[src/sv/pbf_pkg.sv]
// Types and constants of the power to BCD float encoder.
// Depends on: nothing.
package pbf_pkg;

    localparam int unsigned IN_W       = 32;
    localparam int unsigned OUT_W      = 16;
    localparam int unsigned MANT_W     = 10;
    localparam int unsigned EXP_W      = 3;
    localparam int unsigned DIV_STEPS  = 6;

    localparam logic [IN_W-1:0]   MANT_LIMIT  = 32'd1000;
    localparam logic [MANT_W-1:0] MANT_MAX    = 10'd999;
    localparam logic [IN_W-1:0]   EXACT_LIMIT = 32'd99900;
    localparam logic [EXP_W-1:0]  EXACT_CODE  = 3'd4;
    localparam logic [EXP_W-1:0]  SAT_CODE    = 3'd0;
    localparam logic [3:0]        DIGIT_MAX   = 4'd9;

    // floor(v / 10) == (v * RECIP_10) >> RECIP_SHIFT for any 32-bit v
    localparam logic [63:0]       RECIP_10    = 64'h0000_0000_CCCC_CCCD;
    localparam int unsigned       RECIP_SHIFT = 35;

    typedef struct packed {
        logic [IN_W-1:0]   val;        // magnitude, divided by 10 once per stage
        logic              neg;
        logic              below_lim;  // magnitude below the exact-hundreds limit
        logic              rnz;        // nonzero remainder in the first two divisions
        logic              exact;
        logic [MANT_W-1:0] emant;      // magnitude / 100 for the exact case
        logic              found;
        logic [MANT_W-1:0] mant;
        logic [EXP_W-1:0]  code;
    } pbf_stage_t;

    // Three BCD digits of a value below 1000, by reciprocal multiplies.
    function automatic logic [11:0] bcd3(input logic [MANT_W-1:0] m);
        logic [15:0] ph;
        logic [3:0]  h;
        logic [9:0]  rem;
        logic [14:0] pt;
        logic [3:0]  t;
        logic [7:0]  u;
        ph  = 16'(m) * 16'd41;
        h   = ph[15:12];
        rem = m - (10'(h) * 10'd100);
        pt  = 15'(rem[6:0]) * 15'd205;
        t   = pt[14:11];
        u   = 8'(rem[6:0]) - (8'(t) * 8'd10);
        return {h, t, u[3:0]};
    endfunction

endpackage

[src/sv/pbf_abs.sv]
// Input stage: sign split and magnitude of the power value.
// Depends on: pbf_pkg.
module pbf_abs (
    input  logic                      aclk,
    input  logic                      aresetn,
    input  logic                      in_valid,
    output logic                      in_ready,
    input  logic [pbf_pkg::IN_W-1:0]  in_data,
    output logic                      out_valid,
    input  logic                      out_ready,
    output pbf_pkg::pbf_stage_t       out_data
);
    import pbf_pkg::*;

    logic       valid_reg;
    pbf_stage_t data_reg;
    pbf_stage_t data_next;
    logic       neg;

    assign in_ready = !valid_reg || out_ready;
    assign neg      = in_data[IN_W-1];

    always_comb begin
        data_next       = '0;
        data_next.neg   = neg;
        data_next.val   = neg ? (IN_W'(0) - in_data) : in_data;
    end

    always_ff @(posedge aclk) begin
        if (!aresetn) begin
            valid_reg <= 1'b0;
        end else if (in_ready) begin
            valid_reg <= in_valid;
        end
    end

    always_ff @(posedge aclk) begin
        if (in_ready && in_valid) begin
            data_reg <= data_next;
        end
    end

    assign out_valid = valid_reg;
    assign out_data  = data_reg;
endmodule

[config.mk]
export PLATFORM = sky130hd
export DESIGN_NAME = pbf_abs
export DESIGN_NICKNAME = d
export VERILOG_FILES = /design/src/sv/pbf_pkg.sv /design/src/sv/pbf_abs.sv
export SDC_FILE = /design/constraint.sdc
export NUM_CORES = 1
export LEC_CHECK = 0
export ABC_AREA = 1
export BUFFER_PORTS_ARGS = -buffer_cell sky130_fd_sc_hd__buf_2
export CORE_AREA = 5 5 73 75
export CTS_BUF_LIST = sky130_fd_sc_hd__clkbuf_4 sky130_fd_sc_hd__clkbuf_8 sky130_fd_sc_hd__clkbuf_16
export CTS_CLUSTER_DIAMETER = 120
export DETAILED_ROUTE_END_ITERATION = 7
export DIE_AREA = 0 0 78 80
export PLACE_DENSITY_LB_ADDON = 0.08
export SETUP_SLACK_MARGIN = 0.15
export SYNTH_ARGS = -nofsm -noshare
export SYNTH_HDL_FRONTEND = slang
export SYNTH_SLANG_ARGS = --single-unit
[constraint.sdc]
create_clock -name aclk -period 5.6 [get_ports aclk]
set_input_delay 1.12 -clock aclk [delete_from_list [all_inputs] [get_ports aclk]]
set_output_delay 1.12 -clock aclk [all_outputs]
set_load 0.02 [all_outputs]
==> qor.tcl <==
set qor(cp_cell_sequence) {buf_2 -> inv_1 -> nand2_1 -> buf_2}
set qor(cts_sinks) 34
set qor(maxCapViolCount) 0
set qor(hold_depth) 2
set qor(post_dr_wirelength_cell_um) 12.38
set qor(routed_wirelength_mm) 5.115
set qor(gp_routability_congestion) 0.8499
set qor(via_count_of_the_first_global_routing_pass) 1934
set qor(gr-usage-all-layers) 0.1712
set qor(cts_root_buffer) {sky130_fd_sc_hd__clkbuf_8}
set qor(synth_top_area_share) 0.4323
set qor(ys_seq_elements) 34
set qor(die-area_um2) 6240
set qor(post_cts_hold_buffer_count) 0
set qor(synth.area.top_cells) {sky130_fd_sc_hd__edfxtp_1 (43%), sky130_fd_sc_hd__nand2_1 (15%), sky130_fd_sc_hd__buf_4 (8.8%)}
set qor(critical_path_class) {in2out}
set qor(placementRows) 25
set qor(grt_pass1_wl_mm) 8.535
set qor(io-pin-count) 98
set qor(cp-end-kind) {primary output}
set qor(vias_per_cell) 4.661
set qor(final-instance-count-excl-fill) 413
set qor(timing.hold.worst_endpoint) {out_valid}
set qor(slew_viol_final) 0
set qor(post_synth_inst_count) 285
set qor(critical_path.most_common_cell) {sky130_fd_sc_hd__buf_2}
set qor(crit-reg2reg-capture) {out_data[47]}
set qor(max_slew.worst_pin.slew_ns) 1.024
set qor(diodes) 0
set qor(timing.final.crit_period_ns) 2.664
set qor(area_growth_pct) 17.08
set qor(clk_path_buf_depth) 2
set qor(grt_busiest_layer) {met2}
set qor(worst-endpoint-required_ns) 4.48
set qor(groute.layer.met3.usage) 0.03725
set qor(relSlewSlack) 0.3157
set qor(status) {complete, no violations}
set qor(final.setup.tns_ns) 0
set qor(synth_area_leader_cell) {sky130_fd_sc_hd__edfxtp_1}
set qor(globalRoute.totalOverflow) 0
set qor(drive_above_1_share) 0.2758
set qor(insertion_delay_ns) 0.29
set qor(cp.arrival_ns) 1.54
set qor(number_of_nets_in_the_layout) 396
set qor(postLayoutCoreUtil) 0.5837
set qor(route.antenna.remaining_nets) 0
set qor(die_w_um) 78
set qor(placed_cells_incl_taps) 405
set qor(timing.final.crit_share) 0.4758
set qor(post_cts_buffers) 0
set qor(mappedNetlistArea_um2) 2292
set qor(cts_tree) {built}
set qor(synth-warning-count) 0
set qor(met1_usage) 0.2051
set qor(reg2reg_depth) 1
set qor(critPathLaunchType) {input port}
set qor(power_leakage_nw) 1.260
set qor(tritoncts.num_buffers) 5
set qor(grt_max_degree) 34
set qor(ys_seq_area_frac) 0.4410
set qor(cts-htree-levels) 2
set qor(setup_repair_after_global_routing_missed_its_margin) {false}
set qor(synth.distinct_cells) 26
set qor(number_of_antenna_violations_at_the_first_check_in_global_routing) 0
set qor(hold_crit_class) {reg2reg}
set qor(peakVddDrop_mv) 0.1342
set qor(worst_path_maximum_fanout) 2
set qor(peak_per_stage_delay_on_the_critical_path_ns) 0.16
set qor(setup_viol_count_final) 0
set qor(finalClockSkew_ns) 0.004428
set qor(post_cts_resize_count) 0
set qor(crit_slowest_cell) {sky130_fd_sc_hd__buf_2}
set qor(detail_route.first_pass.iterations) 4
set qor(reg2reg_setup_slack_ns) 4.06
set qor(hp-start) {out_valid}
set qor(syn_avg_cell_area_um2) 8.043
set qor(detailedRoute.firstIterationViolations) 153
set qor(coreArea_um2) 4598
set qor(route.detailed.drc) 0
set qor(crit-reg2reg-launch) {out_valid}
set qor(initial_utilization) 0.4985
set qor(max_freq_mhz) 375.3
set qor(portBuffers) 70
set qor(power-per-cell-area_nw_per_um2) 240.2
set qor(global_route_met2_utilization) 0.3022
set qor(die_height_um) 80
set qor(clk_pin_slew_worst_paths_ns) 0.07
set qor(hpwl_mm) 4.093
set qor(final_hold_violating_endpoints) 0
set qor(holdWs_ns) 0.5387
set qor(num_vias) 1925
==> metrics by stage <==
| stage | worst slack (ns) | instance area, µm² | power, mW |
|---|---|---|---|
| after global routing | 2.905 | 2684 | 0.6787 |
| final | 2.936 | 2684 | 0.6447 |
| after global placement | 2.952 | 2589 | 0.4558 |
| after floorplan | 2.381 | 2390 | 0.4242 |
| after CTS | 2.931 | 2684 | 0.6512 |
| after detailed placement | 2.932 | 2589 | 0.4577 |
==> layout by cell type, fill, tap and decap left out, drive strengths merged <==
cell type,Yosys,layout
nand2,95,95
buf,30,70
nor2,54,54
edfxtp,33,33
conb,1,27
inv,21,21
nand3,15,15
xnor2,8,8
xor2,7,7
clkbuf,0,7
o21ai,7,7
nand4,3,3
nand3b,3,3
a21oi,3,3
ha,2,2
a21boi,1,1
nor3,1,1
clkinv,0,1
dfxtp,1,1
==> registers in the layout, indices dropped and copies added, names as in the netlist <==
signal     flops
out_data      33
out_valid      1
==> critical path, delay by kind of cell <==
kind	cells	cell delay, ns
simple gates	1	0.07
buf+inv	3	0.35
==> synth_stat cells (all sizes together) <==
master  instances
nand4           3
dfxtp           1
inv            21
nand3          15
edfxtp         33
buf            30
a21oi           3
xnor2           8
a21boi          1
nor2           54
nand2          95
nor3            1
o21ai           7
conb            1
ha              2
xor2            7
nand3b          3
==> final cells by class <==
cell class,instances,area (µm²)
Fill cell,439,1914
Tap cell,54,67.56
Inverter,21,78.83
Sequential cell,34,1011
Timing Repair Buffer,70,350.3
Clock buffer,7,90.09
Multi-Input combinational cell,226,1081
Clock inverter,1,5.005
==> metal layers <==
metal	wire, µm	share of wire
met1	2113	0.41
met2	2464	0.48
met3	460	0.090
met4	76	0.015
met5	0	0
==> worst max path at each step <==
stage	from	end	cells after the start
floorplan	in_valid	out_data[27]	2
global placement	out_ready	in_ready	4
detailed placement	out_ready	in_ready	4
CTS	out_ready	in_ready	4
global route	out_ready	in_ready	4
finish	out_ready	in_ready	4
==> report_power, final <==
group          internal (mW)  switching [mW]
combinational         0.0429           0.101
clock                  0.104          0.0890
sequential             0.304         0.00399
==> logic make-up (layout without fill, tap and decap cells) <==
family | Yosys count | after routing | share of synthesized area
AO/OA/AOI/OAI | 11 | 11 | 0.03330
flip-flops | 34 | 34 | 0.4410
AND/OR/NAND/NOR | 171 | 171 | 0.3209
buffers and inverters | 51 | 99 | 0.1348
adder cells (fa/ha/maj) | 2 | 2 | 0.01092
other | 1 | 27 | 0.001636
XOR/XNOR | 15 | 15 | 0.05732
Note: power is estimated with default switching activity, not from simulation.
