==> src/sv/pbf_pkg.sv <==
// Types and constants of the power to BCD float encoder.
// Depends on: nothing.
package pbf_pkg;

    localparam int unsigned IN_W       = 32;
    localparam int unsigned OUT_W      = 16;
    localparam int unsigned MANT_W     = 10;
    localparam int unsigned EXP_W      = 3;
    localparam int unsigned DIV_STEPS  = 6;

    localparam logic [IN_W-1:0]   MANT_LIMIT  = 32'd1000;
    localparam logic [MANT_W-1:0] MANT_MAX    = 10'd999;
    localparam logic [IN_W-1:0]   EXACT_LIMIT = 32'd99900;
    localparam logic [EXP_W-1:0]  EXACT_CODE  = 3'd4;
    localparam logic [EXP_W-1:0]  SAT_CODE    = 3'd0;
    localparam logic [3:0]        DIGIT_MAX   = 4'd9;

    // floor(v / 10) == (v * RECIP_10) >> RECIP_SHIFT for any 32-bit v
    localparam logic [63:0]       RECIP_10    = 64'h0000_0000_CCCC_CCCD;
    localparam int unsigned       RECIP_SHIFT = 35;

    typedef struct packed {
        logic [IN_W-1:0]   val;        // magnitude, divided by 10 once per stage
        logic              neg;
        logic              below_lim;  // magnitude below the exact-hundreds limit
        logic              rnz;        // nonzero remainder in the first two divisions
        logic              exact;
        logic [MANT_W-1:0] emant;      // magnitude / 100 for the exact case
        logic              found;
        logic [MANT_W-1:0] mant;
        logic [EXP_W-1:0]  code;
    } pbf_stage_t;

    // Three BCD digits of a value below 1000, by reciprocal multiplies.
    function automatic logic [11:0] bcd3(input logic [MANT_W-1:0] m);
        logic [15:0] ph;
        logic [3:0]  h;
        logic [9:0]  rem;
        logic [14:0] pt;
        logic [3:0]  t;
        logic [7:0]  u;
        ph  = 16'(m) * 16'd41;
        h   = ph[15:12];
        rem = m - (10'(h) * 10'd100);
        pt  = 15'(rem[6:0]) * 15'd205;
        t   = pt[14:11];
        u   = 8'(rem[6:0]) - (8'(t) * 8'd10);
        return {h, t, u[3:0]};
    endfunction

endpackage

==> src/sv/pbf_bcd_out.sv <==
// Output stage: mantissa selection, saturation, BCD digits and word assembly.
// Depends on: pbf_pkg.
module pbf_bcd_out (
    input  logic                      aclk,
    input  logic                      aresetn,
    input  logic                      in_valid,
    output logic                      in_ready,
    input  pbf_pkg::pbf_stage_t       in_data,
    output logic                      out_valid,
    input  logic                      out_ready,
    output logic [pbf_pkg::OUT_W-1:0] out_data
);
    import pbf_pkg::*;

    logic              valid_reg;
    logic [OUT_W-1:0]  word_reg;
    logic [OUT_W-1:0]  word_next;
    logic [MANT_W-1:0] mant;
    logic [EXP_W-1:0]  code;

    assign in_ready = !valid_reg || out_ready;

    always_comb begin
        if (in_data.exact) begin
            mant = in_data.emant;
            code = EXACT_CODE;
        end else if (in_data.found) begin
            mant = in_data.mant;
            code = in_data.code;
        end else begin
            // all six divisions taken
            mant = (in_data.val < MANT_LIMIT) ? in_data.val[MANT_W-1:0] : MANT_MAX;
            code = SAT_CODE;
        end
        word_next = {code, in_data.neg, bcd3(mant)};
    end

    always_ff @(posedge aclk) begin
        if (!aresetn) begin
            valid_reg <= 1'b0;
        end else if (in_ready) begin
            valid_reg <= in_valid;
        end
    end

    always_ff @(posedge aclk) begin
        if (in_ready && in_valid) begin
            word_reg <= word_next;
        end
    end

    assign out_valid = valid_reg;
    assign out_data  = word_reg;
endmodule

==> config.mk <==
export PLATFORM = sky130hd
export DESIGN_NAME = pbf_bcd_out
export DESIGN_NICKNAME = d
export VERILOG_FILES = /design/src/sv/pbf_pkg.sv /design/src/sv/pbf_bcd_out.sv
export SDC_FILE = /design/constraint.sdc
export NUM_CORES = 1
export LEC_CHECK = 0
export ABC_AREA = 0
export BUFFER_PORTS_ARGS = -buffer_cell sky130_fd_sc_hd__buf_2
export CAP_MARGIN = 20
export CORE_UTILIZATION = 40
export CTS_CLUSTER_SIZE = 16
export DETAILED_ROUTE_END_ITERATION = 6
export GPL_TIMING_DRIVEN = 1
export HOLD_SLACK_MARGIN = 0.12
export MAX_ROUTING_LAYER = met4
export PLACE_DENSITY = 0.61
export SLEW_MARGIN = 40
export SYNTH_ARGS = -nofsm -noshare
export SYNTH_HDL_FRONTEND = slang
export SYNTH_SLANG_ARGS = --single-unit
==> constraint.sdc <==
create_clock -name aclk -period 21 [get_ports aclk]
set_input_delay 1.05 -clock aclk [delete_from_list [all_inputs] [get_ports aclk]]
set_output_delay 1.05 -clock aclk [all_outputs]
set_load 0.01 [all_outputs]
==> results of run 1 <==
## flip-flops by register name (all words and copies together), names as in the netlist
| register | flops |
|---|---|
| out_data | 16 |
| out_valid | 1 |
## Yosys cell counts (2+ instances only)
library cell	count
nand2_1	14
xnor2_1	11
or3_1	3
nand3_1	2
o21ai_0	14
nor3_1	4
nor2_1	7
o211ai_1	2
nand2b_1	3
o22ai_1	6
inv_1	48
clkbuf_1	3
nor4_1	7
nand4_1	5
o311ai_0	2
edfxtp_1	16
fa_1	14
a211o_1	2
a21boi_0	2
a311oi_1	2
a21o_1	5
o311ai_4	2
ha_1	71
and2_1	4
a21oi_1	6
xor2_1	4
## per-stage QoR
step                      utilization, %  hold slack, ns  cells  cell area [sq um]
final                              49.36          0.5219    462               3353
after global routing               49.36          0.5696    462               3353
after CTS                          49.36          0.5274    462               3353
after detailed placement           48.67          0.5182    458               3307
after global placement             48.67          0.5038    458               3307
after floorplan                        -          0.6096    287               2814
## cell type report
class | instances | area (sq um)
fill | 645 | 3441
multi-input combinational | 218 | 2111
sequential | 17 | 500.5
timing repair buffer | 79 | 395.4
inverter | 48 | 180.2
tap | 96 | 120.1
clock buffer | 3 | 41.29
clock inverter | 1 | 5.005
## worst min-delay path: stages, from the launching register on
cell and delay [ns]:
dfxtp_1 0.31, nand2b_1 0.09, a21boi_0 0.08
## final timing paths
kind | end | depth (start not counted) | startpoint
worst max-delay path | out_data[3] | 45 | in_data[13]
worst min-delay path | out_valid | 2 | out_valid
worst max register to register | out_data[15] | 2 | out_valid
worst min register to register | out_valid | 2 | out_valid
## layer usage
| layer | vias up | track usage, % | share of wire [%] |
|---|---|---|---|
| li1 | 1205 | - | - |
| met1 | 1073 | 22.37 | 46 |
| met2 | 69 | 30.52 | 48 |
| met3 | 4 | 1.251 | 4.9 |
| met4 | 0 | 3.636 | 0.50 |
| met5 | - | - | 0 |
## kinds of logic after synthesis
| family | Yosys count | synth area share [%] |
|---|---|---|
| xor+xnor | 17 | 6.047 |
| buf+inv | 52 | 7.203 |
| flops | 17 | 17.79 |
| compound gates | 56 | 15.34 |
| fa+ha+maj | 86 | 41.93 |
| simple gates | 59 | 11.69 |
==> impl_metrics.sql, run 1 <==
INSERT INTO impl_metrics (metric_group, metric, value, unit) VALUES
('run_status', 'result_of_the_run', 'finished clean', ''),
('synthesis', 'ys_seq_elements', '17', ''),
('synthesis', 'synth_enable_flop_cells', '16', ''),
('place', 'numPortBuffers', '79', ''),
('clocking', 'clock_tree.buffer_depth', '2', ''),
('setup_path', 'cpMaxStageDelayCell', 'o311ai_0', ''),
('cells_and_area', 'num-nets-final', '516', ''),
('global_routing', 'antenna_violations_before_repair', '0', ''),
('setup_path', 'crit_path_max_incr_delay', '0.61', 'ns'),
('place', 'pre_cts_slack', '8.721', 'ns'),
('setup_path', 'worst-r2r-setup-slack', '19.65', 'ns'),
('die', 'initial_utilization', '41.42', '%'),
('setup_path', 'timing.critical_path.mode_cell', 'ha_1', ''),
('sta', 'finalSetupViolations', '0', ''),
('detailed_routing', 'vias_per_cell', '5.089', ''),
('clocking', 'clock_tree_from_tritoncts', 'done', ''),
('place', 'globalplace.congestion', '0.8060', ''),
('die', 'die_y', '85.88', 'um'),
('synthesis', 'synthTopCellsByArea', 'ha_1, edfxtp_1, fa_1', ''),
('global_routing', 'track_usage', '17.52', '%'),
('die', 'die_area', '0.007375', 'sq mm'),
('setup_path', 'required', '21.00', 'ns'),
('clocking', 'ctsHoldBuffers', '0', ''),
('clocking', 'clock_insertion_delay_worst_skew', '0.25', 'ns'),
('sta', 'timing.final.crit_share', '56.80', '%'),
('setup_path', 'crit_type', 'in2reg', ''),
('clocking', 'clockRootBuffer', 'clkbuf_8', ''),
('detailed_routing', 'detailedRoute.firstIterationViolations', '46', ''),
('clocking', 'htreeDepth', '1', ''),
('detailed_routing', 'routed-via-count', '2351', ''),
('global_routing', 'global_route_congestion_overflow_total', '0', ''),
('synthesis', 'synth_top_area_share', '31.57', '%'),
('setup_path', 'path_max_fanout', '10', ''),
('global_routing', 'grt_max_degree', '23', ''),
('cells_and_area', 'final_layout_size_suffix_gt1_share', '25.41', '%'),
('sta', 'final_period_minus_worst_setup_slack', '11.93', 'ns'),
('cells_and_area', 'flow.area_growth_from_synthesis', '19.16', '%'),
('setup_path', 'data_arrival_time_at_the_worst_slack_endpoint', '11.93', 'ns'),
('detailed_routing', 'wire_per_inst', '12.61', 'um'),
('synthesis', 'synth_area', '0.002814', 'sq mm'),
('detailed_routing', 'routed_wl', '5825', 'um'),
('sta', 'hold_violations', '0', ''),
('synthesis', 'syn_inst', '287', ''),
('place', 'place_hpwl', '5222', 'um'),
('die', 'rows', '30', ''),
('setup_path', 'timing.critical_path.from_type', 'primary input', ''),
('cells_and_area', 'final_cell_mix', 'buf_2, ha_1, inv_1, edfxtp_1', ''),
('global_routing', 'grt_first_pass_wirelength', '10080', 'um'),
('cells_and_area', 'n_antenna_cell', '0', ''),
('clocking', 'cts_num_sinks', '17', ''),
('setup_path', 'setup.worst_path.end_class', 'flop', ''),
('clocking', 'cts_resized', '0', ''),
('sta', 'slew-limit-headroom', '47.20', '%'),
('sta', 'timing.clock.skew', '0.003630', 'ns'),
('synthesis', 'yosys.cell_types.count', '54', ''),
('synthesis', 'async_reset_ff_share', '0', '%'),
('run', 'max_cap_check_violation_count', '0', ''),
('die', 'placeableCoreArea', '0.006794', 'sq mm'),
('synthesis', 'synth.yosys.seq_area_share', '17.79', '%'),
('synthesis', 'synthesis.yosys.warnings', '0', ''),
('detailed_routing', 'ant_nets', '0', ''),
('sta', 'grt_setup_unrepaired', 'no', ''),
('sta', 'final-max-slew-violation-count', '0', ''),
('die', 'floorplan.die.width', '85.88', 'um'),
('setup_path', 'kind_of_cell_adding_the_most_delay_to_the_critical_path', 'adder cells', ''),
('clocking', 'numCtsBuffers', '3', ''),
('setup_path', 'crit_buf_inv', '6', ''),
('cells_and_area', 'mostFrequentLayoutCell', 'buf_2', ''),
('synthesis', 'mean_cell_area_of_the_mapped_netlist', '9.805', 'sq um'),
('sta', 'setup_ws', '9.072', 'ns'),
('detailed_routing', 'drt_pre_antenna_iters', '4', ''),
('synthesis', 'synthesized_net_count', '436', ''),
('synthesis', 'yosysTopAreaCell', 'ha_1', ''),
('sta', 'fmax', '83.83', 'MHz'),
('sta', 'tightest_slew', '0.7810', 'ns'),
('synthesis', 'ys_dominant_reg_cell', 'edfxtp_1', ''),
('global_routing', 'first_global_vias', '2330', ''),
('sta', 'final.setup.tns', '0', 'ns'),
('die', 'floorplan.io_pins', '82', ''),
('clocking', 'clk_pin_slew', '0.06', 'ns'),
('detailed_routing', 'post_detailed_route_drc_marker_count', '0', ''),
('min_path', 'worst_hold_path_type', 'reg2reg', ''),
('clocking', 'post_cts_buffers', '0', '');
Power of run 1 is left out: the tool's default activity adds up to more than one toggle a clock period on the data nets, which glitch-free logic cannot reach.
==> run 2, diff against run 1 <==
Settings changed: PLACE_DENSITY 0.61 to 0.64.
Clock period 21 ns to 10.49 ns, I/O delays scaled along.
==> run 2 against run 1 <==
  * Sequential share of layout area down 2.8 points
  * Core utilization is 12 points higher
  * Wire length up 20%
  * Global-route usage rose by 1.5 points
  * Clock skew shrank 0.0024 ns
  * Worst hold slack lost 0.071 ns
  * First-iteration DRC count up 11%
  * Largest cell class unchanged
==> impl_metrics.sql, run 2 (synthesized netlist as in run 1, its figures left out) <==
INSERT INTO impl_metrics (metric_group, metric, value, unit) VALUES
('setup_path', 'timing.critical_path.from', 'in_data[50]', ''),
('setup_path', 'critical_path.reg2reg.endpoint', 'out_data[1]', ''),
('sta', 'timing.clock.skew', '0.001229', 'ns'),
('die', 'die_y', '85.88', 'um'),
('sta', 'holdWs', '0.4510', 'ns'),
('place', 'place_hpwl', '5756', 'um'),
('detailed_routing', 'vias_per_cell', '5.008', ''),
('sta', 'timing.final.crit_share', '96.75', '%'),
('setup_path', 'path_depth', '46', ''),
('place', 'pre_cts_slack', '-0.6526', 'ns'),
('clocking', 'clock_tree.buffer_depth', '2', ''),
('setup_path', 'crit_buf_inv', '6', ''),
('global_routing', 'first_global_vias', '2581', ''),
('run_status', 'result_of_the_run', 'finished clean', ''),
('sta', 'final-max-slew-violation-count', '0', ''),
('min_path', 'worst_hold_path_type', 'in2reg', ''),
('cells_and_area', 'finalInstanceArea', '0.004139', 'sq mm'),
('cells_and_area', 'final_layout_size_suffix_gt1_share', '44.63', '%'),
('setup_path', 'timing.critical_path.mode_cell', 'ha_4', ''),
('detailed_routing', 'post_detailed_route_drc_marker_count', '0', ''),
('die', 'initial_utilization', '41.42', '%'),
('detailed_routing', 'wire_per_inst', '13.54', 'um'),
('clocking', 'htreeDepth', '1', ''),
('detailed_routing', 'drt_pre_antenna_iters', '4', ''),
('detailed_routing', 'detailedRoute.firstIterationViolations', '51', ''),
('detailed_routing', 'ant_nets', '0', ''),
('setup_path', 'data_arrival_time_at_the_worst_slack_endpoint', '10.15', 'ns'),
('setup_path', 'crit_type', 'in2reg', ''),
('sta', 'slew-limit-headroom', '53.68', '%'),
('cells_and_area', 'num-nets-final', '569', ''),
('cells_and_area', 'mostFrequentLayoutCell', 'buf_2', ''),
('global_routing', 'grt_first_pass_wirelength', '10830', 'um'),
('die', 'floorplan.die.width', '85.88', 'um'),
('cells_and_area', 'filler_cell_count', '571', ''),
('clocking', 'cts_num_sinks', '17', ''),
('cells_and_area', 'n_antenna_cell', '0', ''),
('sta', 'hold_violations', '0', ''),
('cells_and_area', 'largest_register_ffs', '16', ''),
('setup_path', 'required', '10.49', 'ns'),
('detailed_routing', 'routed-via-count', '2579', ''),
('global_routing', 'antenna_violations_before_repair', '0', ''),
('setup_path', 'cpMaxStageDelayCell', 'fa_2', ''),
('sta', 'grt_setup_unrepaired', 'yes', ''),
('die', 'rows', '30', ''),
('detailed_routing', 'routed_wl', '6974', 'um'),
('clocking', 'clock_insertion_delay_worst_skew', '0.25', 'ns'),
('clocking', 'clk_pin_slew', '0.06', 'ns'),
('setup_path', 'reg2reg_from', 'out_valid', ''),
('sta', 'setup_ws', '0.3409', 'ns'),
('die', 'placeableCoreArea', '0.006794', 'sq mm'),
('sta', 'finalSetupViolations', '0', ''),
('setup_path', 'setup.worst_path.end_class', 'flop', ''),
('setup_path', 'timing.critical_path.from_type', 'primary input', ''),
('clocking', 'clock_tree_from_tritoncts', 'done', ''),
('sta', 'final_period_minus_worst_setup_slack', '10.15', 'ns'),
('place', 'numPortBuffers', '79', ''),
('clocking', 'numCtsBuffers', '3', ''),
('setup_path', 'worst-r2r-setup-slack', '9.13', 'ns'),
('clocking', 'clockRootBuffer', 'clkbuf_8', ''),
('cells_and_area', 'final_cell_mix', 'buf_2, ha_1, buf_4, inv_1, edfxtp_1', ''),
('cells_and_area', 'flow.area_growth_from_synthesis', '47.09', '%'),
('run', 'max_cap_check_violation_count', '0', ''),
('place', 'globalplace.congestion', '0.8776', ''),
('sta', 'tightest_slew', '0.6948', 'ns'),
('setup_path', 'path_max_fanout', '7', ''),
('sta', 'fmax', '98.53', 'MHz'),
('setup_path', 'crit_path_end', 'out_data[3]', ''),
('place', 'placedInstanceArea', '0.003675', 'sq mm'),
('global_routing', 'global_route_congestion_overflow_total', '0', ''),
('setup_path', 'worst_r2r_path_cells', '2', ''),
('global_routing', 'track_usage', '19.05', '%'),
('clocking', 'ctsHoldBuffers', '0', ''),
('die', 'die_area', '0.007375', 'sq mm'),
('setup_path', 'kind_of_cell_adding_the_most_delay_to_the_critical_path', 'adder cells', ''),
('die', 'floorplan.io_pins', '82', ''),
('global_routing', 'grt_max_degree', '17', ''),
('setup_path', 'crit_path_max_incr_delay', '0.52', 'ns');
## run 2: changes by cell type in the layout (fill, tap and decap cells not counted), moves of 5 or more
| cell | change |
|---|---|
| o21ai_0 | -8 |
| o21ai_2 | +5 |
| buf_4 | +52 |
| ha_1 | -14 |
| ha_4 | +12 |
## run 2: worst min-delay path by stage
stage / start / end / cells past startpoint
after detailed placement: out_valid / out_valid / 2
after CTS: in_data[27] / out_data[12] / 1
after global routing: in_data[27] / out_data[12] / 1
after floorplan: out_valid / out_valid / 2
final: in_data[27] / out_data[12] / 1
after global placement: out_valid / out_valid / 2
## run 2: timing repair
action,4_1_cts,5_1_grt
endpoints found under the setup margin,2,2
pin swaps,1,42
gates resized for setup,8,64
buffers inserted,0,5
## run 2: stage by stage
| stage | util (%) | setup TNS [ns] | std cells |
|---|---|---|---|
| after floorplan | - | 0 | 287 |
| after global placement | 54.09 | -0.5293 | 507 |
| after detailed placement | 54.09 | -0.9760 | 507 |
| after CTS | 55.18 | 0 | 511 |
| after global routing | 60.92 | -0.07613 | 515 |
| final | 60.92 | 0 | 515 |
## run 2: layout make-up
class,instances,area [sq um],area share [%]
tap,96,120.1,2.902
multi-input combinational,218,2467,59.61
timing repair buffer,132,825.8,19.95
sequential,17,500.5,12.09
inverter,48,180.2,4.353
clock buffer,4,45.04,1.088
## run 2: metal layers
layer | global-route usage [%] | share of wire [%] | wire (um) | vias to the layer above
met1 | 22.76 | 43 | 3028 | 1191
met3 | 1.540 | 5.1 | 355 | 7
met2 | 34.63 | 50 | 3507 | 75
met5 | - | 0 | 0 | -
li1 | - | - | - | 1306
met4 | 4.545 | 1.2 | 83 | 0
Power of run 2 is left out for the same reason.
==> run 3, diff against run 2 <==
Settings changed: CORE_MARGIN set to 3.
==> run 3 against run 2 <==
  * Sequential share of layout area rose by 0.68 points
  * Wire length fell by 4.4%
  * Worst setup slack improved by 0.17 ns
  * Design area fell by 5.3%
  * Worst hold slack improved by 0.00093 ns
  * Count of clock-buffer cells in the layout did not move
  * Maximum frequency rose by 1.7%
  * Die area rose by 9.5%
  * Global-route usage fell by 2.6 points
  * Highest routed layer unchanged
==> impl_metrics.sql, run 3 (synthesized netlist as in run 1, its figures left out) <==
INSERT INTO impl_metrics (metric_group, metric, value, unit) VALUES
('sta', 'tightest_slew', '0.6736', 'ns'),
('setup_path', 'worst-r2r-setup-slack', '9.15', 'ns'),
('sta', 'finalSetupViolations', '0', ''),
('sta', 'timing.clock.skew', '0.003749', 'ns'),
('setup_path', 'required', '10.49', 'ns'),
('detailed_routing', 'ant_nets', '0', ''),
('detailed_routing', 'detailedRoute.firstIterationViolations', '62', ''),
('die', 'floorplan.io_pins', '82', ''),
('global_routing', 'top_usage_layer', 'met2', ''),
('global_routing', 'track_usage', '16.45', '%'),
('detailed_routing', 'wire_per_inst', '13.17', 'um'),
('global_routing', 'first_global_vias', '2518', ''),
('clocking', 'clockRootBuffer', 'clkbuf_8', ''),
('min_path', 'min_delay_worst_endpoint', 'out_data[12]', ''),
('setup_path', 'reg2reg_from', 'out_valid', ''),
('die', 'die_area', '0.008078', 'sq mm'),
('global_routing', 'grt_max_degree', '19', ''),
('detailed_routing', 'routed-via-count', '2516', ''),
('setup_path', 'timing.critical_path.from_type', 'primary input', ''),
('setup_path', 'setup.worst_path.end_class', 'flop', ''),
('sta', 'final-max-slew-violation-count', '0', ''),
('place', 'place_hpwl', '5656', 'um'),
('cells_and_area', 'mostFrequentLayoutCell', 'buf_2', ''),
('sta', 'timing.final.crit_share', '95.15', '%'),
('die', 'rows', '29', ''),
('clocking', 'htreeDepth', '1', ''),
('global_routing', 'grt_first_pass_wirelength', '11100', 'um'),
('die', 'initial_utilization', '42.85', '%'),
('setup_path', 'cpMaxStageDelayCell', 'fa_1', ''),
('clocking', 'clock_tree.buffer_depth', '2', ''),
('run', 'max_cap_check_violation_count', '0', ''),
('clocking', 'ctsHoldBuffers', '0', ''),
('cells_and_area', 'flow.area_growth_from_synthesis', '39.26', '%'),
('cells_and_area', 'n_antenna_cell', '0', ''),
('cells_and_area', 'num-nets-final', '563', ''),
('sta', 'final_period_minus_worst_setup_slack', '9.982', 'ns'),
('clocking', 'clock_insertion_delay_worst_skew', '0.25', 'ns'),
('clocking', 'clock_tree_from_tritoncts', 'done', ''),
('clocking', 'numCtsBuffers', '3', ''),
('run_status', 'result_of_the_run', 'finished clean', ''),
('place', 'numPortBuffers', '79', ''),
('setup_path', 'crit_type', 'in2reg', ''),
('min_path', 'worst_hold_path_type', 'in2reg', ''),
('sta', 'slew-limit-headroom', '55.09', '%'),
('detailed_routing', 'vias_per_cell', '4.972', ''),
('die', 'die_y', '89.88', 'um'),
('cells_and_area', 'largest_register_ffs', '16', ''),
('setup_path', 'timing.critical_path.mode_cell', 'ha_1', ''),
('setup_path', 'path_max_fanout', '7', ''),
('detailed_routing', 'post_detailed_route_drc_marker_count', '0', ''),
('setup_path', 'data_arrival_time_at_the_worst_slack_endpoint', '9.98', 'ns'),
('setup_path', 'critical_path.reg2reg.endpoint', 'out_data[8]', ''),
('global_routing', 'antenna_violations_before_repair', '0', ''),
('global_routing', 'gr-usage-met2', '27.94', '%'),
('global_routing', 'met1_usage', '21.06', '%'),
('detailed_routing', 'drt_pre_antenna_iters', '4', ''),
('place', 'globalplace.congestion', '0.8365', ''),
('cells_and_area', 'final_layout_size_suffix_gt1_share', '41.65', '%'),
('global_routing', 'grt_use_met3', '2.755', '%'),
('die', 'floorplan.die.width', '89.88', 'um'),
('sta', 'fmax', '100.2', 'MHz'),
('cells_and_area', 'final_cell_mix', 'buf_2, ha_1, inv_1, buf_4, edfxtp_1', ''),
('sta', 'holdWs', '0.4519', 'ns'),
('sta', 'hold_violations', '0', ''),
('clocking', 'clk_pin_slew', '0.06', 'ns'),
('cells_and_area', 'post-route-util', '59.67', '%'),
('detailed_routing', 'routed_wl', '6666', 'um'),
('min_path', 'min-delay-start', 'in_data[27]', ''),
('min_path', 'holdPathStages', '1', ''),
('setup_path', 'crit_path_max_incr_delay', '0.50', 'ns'),
('global_routing', 'global_route_congestion_overflow_total', '0', ''),
('clocking', 'cts_num_sinks', '17', ''),
('setup_path', 'worst_r2r_path_cells', '2', ''),
('die', 'placeableCoreArea', '0.006568', 'sq mm');
## run 3: timing repair
action	in CTS	in global routing
setup buffers	0	4
pin swaps	0	36
setup endpoints to repair	1	4
resized for setup	3	46
## run 3: cell type report
class | instances | area (sq um)
clock buffer | 4 | 45.04
fill | 560 | 2649
inverter | 48 | 180.2
multi-input combinational | 218 | 2325
sequential | 17 | 500.5
tap | 93 | 116.4
timing repair buffer | 126 | 752.0
## run 3: how the worst max path moves through the flow
stage | from | to | slack, ns | depth (start not counted)
final | in_data[39] | out_data[3] | 0.51 | 46
after floorplan | in_data[57] | out_data[3] | 0.44 | 45
after global routing | in_data[50] | out_data[3] | -0.09 | 49
after detailed placement | in_data[13] | out_data[3] | -0.34 | 48
after global placement | in_data[13] | out_data[3] | -0.20 | 48
after CTS | in_data[13] | out_data[3] | 0.003 | 48
## run 3: per-stage QoR
step	area (sq um)	setup TNS (ns)	instances	worst slack [ns]
after floorplan	2814	0	287	0.4409
after global placement	3633	-0.2005	499	-0.2005
after detailed placement	3633	-0.3787	499	-0.3405
after CTS	3681	0	503	0.003291
after global routing	3919	-0.09085	506	-0.09085
final	3919	0	506	0.5084
## run 3: per-layer routing
layer  vias to the layer above  part of all wire [%]
met5                         -                     0
met4                         0                   1.4
met3                        10                   5.9
met2                        76                    47
met1                      1141                    45
li1                       1289                     -
## run 3: worst max-delay path: cells and delay by family
kind | cells | cell delay, ns
adders and majority gates | 11 | 3.39
AOI/OAI and AO/OA | 14 | 2.26
and+or+nand+nor | 7 | 1.79
xor gates and xnor gates | 7 | 1.21
buffers and inverters | 7 | 0.79
Power of run 3 is left out for the same reason.
